### config.mk
export PLATFORM = sky130hd
export DESIGN_NAME = button_light_mode_controller_core
export DESIGN_NICKNAME = d
export VERILOG_FILES = /design/src/rtl/blmc_pkg.sv /design/src/rtl/blmc_update.sv /design/src/rtl/button_light_mode_controller_core.sv
export SDC_FILE = /design/constraint.sdc
export NUM_CORES = 1
export LEC_CHECK = 0
export ABC_CLOCK_PERIOD_IN_PS = 4900
export BUFFER_PORTS_ARGS = -buffer_cell sky130_fd_sc_hd__buf_4
export CAP_MARGIN = 20
export CORE_ASPECT_RATIO = 2
export CORE_MARGIN = 2
export CORE_UTILIZATION = 35
export CTS_BUF_LIST = sky130_fd_sc_hd__clkbuf_4
export DETAILED_ROUTE_END_ITERATION = 16
export GPL_ROUTABILITY_DRIVEN = 0
export PLACE_DENSITY = 0.62
export RECOVER_POWER = 100
export SETUP_SLACK_MARGIN = 0.02
export SLEW_MARGIN = 20
export SYNTH_ARGS = -nofsm -noshare
export SYNTH_HDL_FRONTEND = slang
export SYNTH_SLANG_ARGS = --single-unit
### constraint.sdc
create_clock -name clock -period 4.9 [get_ports clock]
set_input_delay 0.98 -clock clock [delete_from_list [all_inputs] [get_ports clock]]
set_output_delay 0.98 -clock clock [all_outputs]
set_load 0.05 [all_outputs]
### src/rtl/blmc_pkg.sv
`timescale 1ns / 1ps
`default_nettype none

package blmc_pkg;

   localparam int BTN_COUNT = 4;
   localparam int BTN_IDX_W = 2;

   typedef logic [3:0] lmode_type;

   localparam lmode_type MODE_OFF        = 4'd0;
   localparam lmode_type MODE_ON         = 4'd1;
   localparam lmode_type MODE_FLASH      = 4'd2;
   localparam lmode_type MODE_TOG_ON     = 4'd3;
   localparam lmode_type MODE_TOG_OFF    = 4'd4;
   localparam lmode_type MODE_FLASH_TILL = 4'd5;
   localparam lmode_type MODE_ON_TILL    = 4'd6;
   localparam lmode_type MODE_OFF_TILL   = 4'd7;
   localparam lmode_type MODE_ON_WHILE   = 4'd8;
   localparam lmode_type MODE_OFF_WHILE  = 4'd9;

   typedef enum logic [1:0] {
      KIND_POLL      = 2'd0,
      KIND_BLINK     = 2'd1,
      KIND_SET_MODE  = 2'd2,
      KIND_SET_LAMPS = 2'd3
   } kind_type;

   localparam logic RSP_LAMPS = 1'b0;
   localparam logic RSP_EVENT = 1'b1;

   typedef struct packed {
      lmode_type [BTN_COUNT-1:0] modes;
      logic [BTN_COUNT-1:0]      pressed;
      logic [BTN_COUNT-1:0]      lamps;
      logic                      phase;
   } state_type;

   // one pending run of results: lamp word first, then one event per set bit
   typedef struct packed {
      logic                      lamp;
      logic [BTN_COUNT-1:0]      events;
      logic [BTN_COUNT-1:0]      status;
      logic [BTN_COUNT-1:0]      lights;
      lmode_type [BTN_COUNT-1:0] modes;
      logic [31:0]               stamp;
   } run_type;

endpackage

`default_nettype wire

### src/rtl/blmc_update.sv
`timescale 1ns / 1ps
`default_nettype none

module blmc_update (
   input  wire blmc_pkg::kind_type  kind,
   input  wire logic [3:0]          status,
   input  wire logic [1:0]          index,
   input  wire logic [3:0]          new_mode,
   input  wire logic [3:0]          new_lights,
   input  wire logic [31:0]         stamp,
   input  wire blmc_pkg::state_type cur,
   output blmc_pkg::state_type      next,
   output blmc_pkg::run_type        run,
   output logic                     emit
);
   import blmc_pkg::*;

   logic [BTN_COUNT-1:0] status_m;
   logic [BTN_COUNT-1:0] changed;
   logic [BTN_COUNT-1:0] flip;
   lmode_type [BTN_COUNT-1:0] poll_modes;

   assign status_m = status[BTN_COUNT-1:0];
   assign changed  = status_m ^ cur.pressed;

   always_comb begin
      for (int i = 0; i < BTN_COUNT; i++) begin
         poll_modes[i] = cur.modes[i];
         flip[i]       = 1'b0;
         if (changed[i]) begin
            if (status_m[i]) begin
               case (cur.modes[i])
                  MODE_FLASH_TILL: begin
                     poll_modes[i] = MODE_OFF;
                     flip[i]       = cur.lamps[i];
                  end
                  MODE_ON_TILL: begin
                     poll_modes[i] = MODE_OFF;
                     flip[i]       = 1'b1;
                  end
                  MODE_OFF_TILL: begin
                     poll_modes[i] = MODE_ON;
                     flip[i]       = 1'b1;
                  end
                  MODE_TOG_ON: begin
                     poll_modes[i] = MODE_TOG_OFF;
                     flip[i]       = 1'b1;
                  end
                  MODE_TOG_OFF: begin
                     poll_modes[i] = MODE_TOG_ON;
                     flip[i]       = 1'b1;
                  end
                  MODE_ON_WHILE, MODE_OFF_WHILE: begin
                     flip[i] = 1'b1;
                  end
                  default: begin
                  end
               endcase
            end else if (cur.modes[i] == MODE_ON_WHILE || cur.modes[i] == MODE_OFF_WHILE) begin
               flip[i] = 1'b1;
            end
         end
      end
   end

   always_comb begin
      next = cur;
      emit = 1'b0;
      case (kind)
         KIND_POLL: begin
            if (changed != '0) begin
               next.modes   = poll_modes;
               next.lamps   = cur.lamps ^ flip;
               next.pressed = status_m;
               emit         = 1'b1;
            end
         end
         KIND_BLINK: begin
            next.phase = ~cur.phase;
            for (int i = 0; i < BTN_COUNT; i++) begin
               if (cur.modes[i] == MODE_FLASH || cur.modes[i] == MODE_FLASH_TILL) begin
                  next.lamps[i] = cur.phase;
               end
            end
            emit = 1'b1;
         end
         KIND_SET_MODE: begin
            if (int'(index) < BTN_COUNT && new_mode <= MODE_OFF_WHILE) begin
               next.modes[index[BTN_IDX_W-1:0]] = new_mode;
            end
         end
         KIND_SET_LAMPS: begin
            next.lamps = new_lights[BTN_COUNT-1:0];
            emit       = 1'b1;
         end
         default: begin
         end
      endcase
   end

   always_comb begin
      run.lamp   = 1'b1;
      run.events = (kind == KIND_POLL) ? changed : '0;
      run.status = status_m;
      run.lights = next.lamps;
      run.modes  = next.modes;
      run.stamp  = stamp;
   end

endmodule

`default_nettype wire

### src/rtl/button_light_mode_controller_core.sv
`timescale 1ns / 1ps
`default_nettype none

// channel  dir  handshake            payload
// req      in   req_tvalid/tready    tdata: status, index, new_mode, new_lights, stamp
//                                    tuser: item kind
// rsp      out  rsp_tvalid/tready    tdata: lights, number, pressed, mode, time
//                                    tuser: result kind, tlast: end of run
//
// An item updates the button state in the cycle it is accepted; its results
// leave one per cycle while rsp is ready, from a run register through the
// output register. A poll with n changed buttons gives n+1 results, a blink
// tick or lamp write one result, a mode write or unchanged poll none. The
// next item is taken as the current run hands over its last result.
// Synchronous reset sets all modes to toggle off and clears lamps and presses.
// A stalled rsp holds its result and stops the run; req stalls once the run is full.

module button_light_mode_controller_core (
   input  wire logic        clock,
   input  wire logic        reset,
   input  wire logic        req_tvalid,
   output logic             req_tready,
   // [3:0] button_status, [5:4] button_index, [9:6] new_mode,
   // [13:10] new_lights, [45:14] time_stamp, [47:46] zero
   input  wire logic [47:0] req_tdata,
   // [1:0] item kind
   input  wire logic [1:0]  req_tuser,
   output logic             rsp_tvalid,
   input  wire logic        rsp_tready,
   // [3:0] lights, [5:4] button_number, [6] pressed, [10:7] button_mode,
   // [42:11] event_time, [47:43] zero
   output logic [47:0]      rsp_tdata,
   // [0] result_kind
   output logic             rsp_tuser,
   output logic             rsp_tlast
);
   import blmc_pkg::*;

   state_type state_ff, state_in;
   run_type   run_ff, run_in, run_new;
   logic      run_valid_ff, run_valid_in;
   logic      rsp_valid_ff, rsp_valid_in;
   logic [47:0] rsp_data_ff, rsp_data_in;
   logic      rsp_kind_ff, rsp_kind_in;
   logic      rsp_last_ff, rsp_last_in;

   logic      emit;
   logic      req_fire;
   logic      out_load;
   logic      run_final;
   logic [BTN_IDX_W-1:0] pick;
   logic [BTN_COUNT-1:0] events_left;

   blmc_update u_update (
      .kind       (kind_type'(req_tuser)),
      .status     (req_tdata[3:0]),
      .index      (req_tdata[5:4]),
      .new_mode   (req_tdata[9:6]),
      .new_lights (req_tdata[13:10]),
      .stamp      (req_tdata[45:14]),
      .cur        (state_ff),
      .next       (state_in),
      .run        (run_new),
      .emit       (emit)
   );

   assign out_load = !rsp_valid_ff || rsp_tready;

   always_comb begin
      pick = '0;
      for (int i = BTN_COUNT - 1; i >= 0; i--) begin
         if (run_ff.events[i]) begin
            pick = BTN_IDX_W'(i);
         end
      end
   end

   always_comb begin
      events_left = run_ff.events;
      if (!run_ff.lamp) begin
         events_left[pick] = 1'b0;
      end
   end

   assign run_final  = (events_left == '0);
   assign req_tready = !run_valid_ff || (run_final && out_load);
   assign req_fire   = req_tvalid && req_tready;

   always_comb begin
      run_in       = run_ff;
      run_valid_in = run_valid_ff;
      rsp_valid_in = rsp_valid_ff;
      rsp_data_in  = rsp_data_ff;
      rsp_kind_in  = rsp_kind_ff;
      rsp_last_in  = rsp_last_ff;
      if (out_load) begin
         rsp_valid_in = run_valid_ff;
         rsp_last_in  = run_final;
         if (run_ff.lamp) begin
            rsp_kind_in = RSP_LAMPS;
            rsp_data_in = {44'd0, run_ff.lights};
         end else begin
            rsp_kind_in = RSP_EVENT;
            rsp_data_in = {5'd0, run_ff.stamp, run_ff.modes[pick], run_ff.status[pick],
                           pick, run_ff.lights};
         end
         if (run_valid_ff) begin
            run_in.lamp   = 1'b0;
            run_in.events = events_left;
            if (run_final) begin
               run_valid_in = 1'b0;
            end
         end
      end
      if (req_fire && emit) begin
         run_in       = run_new;
         run_valid_in = 1'b1;
      end
   end

   always_ff @(posedge clock) begin
      if (reset) begin
         state_ff.modes   <= {BTN_COUNT{MODE_TOG_OFF}};
         state_ff.pressed <= '0;
         state_ff.lamps   <= '0;
         state_ff.phase   <= 1'b0;
         run_valid_ff     <= 1'b0;
         rsp_valid_ff     <= 1'b0;
      end else begin
         if (req_fire) begin
            state_ff <= state_in;
         end
         run_valid_ff <= run_valid_in;
         rsp_valid_ff <= rsp_valid_in;
      end
   end

   always_ff @(posedge clock) begin
      run_ff      <= run_in;
      rsp_data_ff <= rsp_data_in;
      rsp_kind_ff <= rsp_kind_in;
      rsp_last_ff <= rsp_last_in;
   end

   assign rsp_tvalid = rsp_valid_ff;
   assign rsp_tdata  = rsp_data_ff;
   assign rsp_tuser  = rsp_kind_ff;
   assign rsp_tlast  = rsp_last_ff;

endmodule

`default_nettype wire

==> results_dict.tcl <==
set metrics [dict create \
    run_status "finished, violations left" \
    violations "capacitance limit, slew limit" \
    dr_total_vias 4358 \
    setup_ws_ns 0.844 \
    final_cell_mix "edfxtp_1, nor2_1, clkbuf_1" \
    hold_path.class "flip-flop to flip-flop" \
    layout_min_cycle_time_ns 4.06 \
    vdd_ir_drop_max_mv 0.198 \
    drc 0 \
    clock-sinks 133 \
    hold_violations 0 \
    nNetsFinal 661 \
    die_y_um 189 \
    cts_root_buf "clkbuf_4" \
    clockBufferDepth 2 \
    synth_ff_type "edfxtp_1" \
    ys.warnings.count 0 \
    crit-reg2reg-launch "run_ff[56]$_DFFE_PP_" \
    dp_cells 795 \
    final_antenna_net_count 0 \
    vias_per_cell 5.27 \
    tns_ns 0 \
    min_period_over_period 0.828 \
    syn_area_mm2 0.00599 \
    start_kind "flip-flop" \
    leakagePower_nw 2.57 \
    r2r_cells 6 \
    worst_setup_path_end_kind "flip-flop" \
    dieArea_mm2 0.0182 \
    drive_gt1_frac 0.157 \
    critPathKind "flip-flop to flip-flop" \
    cts_tree "built" \
    totalWireLength_um 14600 \
    fin_cells 827 \
    post_cts_buffers 0 \
    cts.clk_slew.worst_paths_ns 0.11 \
    crit_chain "maj3_1, o311ai_0, and3_1, o21ai_0, inv_1, buf_12" \
    clockPowerShare 0.312 \
    n_fill_cell 1667 \
    pre_cts_ws_ns 1.20 \
    die_w_um 96.5 \
    crit_family "compound AO/OA/AOI/OAI gates" \
    swShare 0.312 \
    syn_to_final_growth_pct 17.1 \
    regToRegSetupSlack_ns 0.84 \
    num_rows 67 \
    start_util 0.357 \
    grt.overflow.total 0 \
    cp_num_buf_inv 2 \
    critical-path-slowest-cell "and3_1" \
    grt_max_degree 47 \
    wl_per_cell_um 17.6 \
    seqPwrFrac 0.477 \
    p_sw_mw 0.955 \
    syn_inst 522 \
    path_depth 6 \
    max_slew.worst_pin.slew_ns 2.52 \
    report.final.slew_viol_count 88 \
    fin_worst_skew_ns 0.0198 \
    cts_htree_levels 4 \
    dpl.hpwl_um 10600 \
    ys_ff_latch 133 \
    r2r-end "run_ff[22]$_DFFE_PP_" \
    cts_resized 0 \
    seqCellArea_mm2 0.00371 \
    power.total_mw 3.06 \
    postCtsHoldBufs 0 \
    ys_seq_area_frac 0.620 \
    dr.pass1.iters 4 \
    port_buffers 98 \
    worstPathArrival_ns 4.27 \
    setup_viol 0 \
    yosys.cell_types.count 72 \
    synth_edf_count 105 \
    setup.worst_path.end "run_ff[22]$_DFFE_PP_" \
    cp-startpoint "run_ff[56]$_DFFE_PP_" \
    synthArstFlopShare 0 \
    cts_buffers 17 \
    drtIter0Drc 167 \
    core_mm2 0.0168 \
    critPathRequiredTime_ns 5.11 \
    p_per_area_mw_per_mm2 436 \
    cap_violations 2 \
    ios 106 \
    holdWs_ns 0.430 \
    cpPeakStageDelay_ns 0.79 \
    worstPathMaxFanout 44 \
    layout_commonest_cell "edfxtp_1" \
    grt_pass1_vias 4359 \
    clk_latency_ns 0.53 \
    grt_pass1_wl_um 21500 \
    grt_setup_unrepaired "no" \
    power_frac_comb 0.211 \
    p_int_mw 2.11 \
    antenna_found_initial 1 \
    grt_usage 0.159 \
    max_freq_mhz 247 \
    multiInputGateArea_mm2 0.00204 \
    syn-mean-instance-area_um2 11.5 \
    slew_headroom -0.680 \
]
final cells by class:
| cell class | count | area share |
|---|---|---|
| multi-input combinational | 343 | 0.291 |
| clock buffer | 18 | 0.0193 |
| clock inverter | 13 | 0.0364 |
| tap | 207 | 0.0369 |
| sequential | 133 | 0.529 |
| antenna | 1 | 0.000357 |
| inverter | 11 | 0.00589 |
| timing repair buffer | 101 | 0.0804 |
sequential cells by signal (all words and copies together) (netlist names):
register	cells
rsp_tdata	43
rsp_tlast	1
rsp_tuser	1
rsp_tvalid	1
run_ff	61
run_valid_ff	1
state_ff	25
power by group through the flow:
stage,clock (mW),combinational [mW],sequential [mW]
floorplan,0,0.295,1.68
global placement,0,0.704,1.48
detailed placement,0,0.715,1.49
CTS,0.984,0.717,1.46
global route,1.04,0.698,1.48
finish,0.955,0.647,1.46
kinds of logic after synthesis:
| kind of cell | count (synthesis) | synth area share |
|---|---|---|
| AO/OA/AOI/OAI | 120 | 0.137 |
| XOR/XNOR | 8 | 0.0117 |
| adder cells (fa/ha/maj) | 1 | 0.00188 |
| buffers and inverters | 50 | 0.0382 |
| flip-flops | 133 | 0.620 |
| multiplexers | 12 | 0.0209 |
| other | 1 | 0.000626 |
| AND/OR/NAND/NOR | 197 | 0.169 |
metrics by stage:
step	cell area, um^2	utilization
5_1_grt	7020	0.418
3_5_place_dp	6850	0.408
4_1_cts	7240	0.432
3_3_place_gp	6850	0.408
2_1_floorplan	6000	-
6_report	7020	0.418
how the worst min path moves through the flow:
stage	startpoint	end	slack, ns	depth (start not counted)
final	run_ff[51]$_DFFE_PP_	rsp_tdata[3]$_DFFE_PN_	0.43	0
after global placement	run_ff[48]$_DFFE_PP_	rsp_tdata[0]$_DFFE_PN_	0.40	0
after CTS	run_ff[51]$_DFFE_PP_	rsp_tdata[3]$_DFFE_PN_	0.44	0
after detailed placement	run_ff[51]$_DFFE_PP_	rsp_tdata[3]$_DFFE_PN_	0.40	0
after floorplan	run_ff[48]$_DFFE_PP_	rsp_tdata[0]$_DFFE_PN_	0.40	0
after global routing	run_ff[48]$_DFFE_PP_	rsp_tdata[0]$_DFFE_PN_	0.45	0
Yosys cell counts (all sizes together) (5+ instances only):
| library cell | n | share of area |
|---|---|---|
| nor3 | 6 | 0.0050 |
| edfxtp | 105 | 0.53 |
| nand2 | 45 | 0.028 |
| nor2b | 36 | 0.038 |
| buf | 14 | 0.015 |
| o21ai | 37 | 0.032 |
| nor2 | 57 | 0.038 |
| inv | 10 | 0.0063 |
| or2 | 5 | 0.0052 |
| nand3 | 10 | 0.0092 |
| a22oi | 6 | 0.0075 |
| nor4 | 6 | 0.0063 |
| or3b | 5 | 0.0073 |
| xor2 | 6 | 0.0088 |
| dfxtp | 28 | 0.094 |
| clkbuf | 25 | 0.016 |
| nand2b | 8 | 0.0084 |
| a221oi | 6 | 0.0088 |
| o211ai | 5 | 0.0063 |
| a31oi | 5 | 0.0052 |
| mux2i | 8 | 0.013 |
| a21oi | 21 | 0.018 |
metal layers:
layer	GRT usage	vias up	share of wire
met5	0	-	0
met3	0.0382	43	0.059
met4	0.118	0	0.063
met2	0.285	183	0.54
met1	0.149	2049	0.34
li1	-	2083	-
No activity file was read; power rests on OpenSTA's default activity.
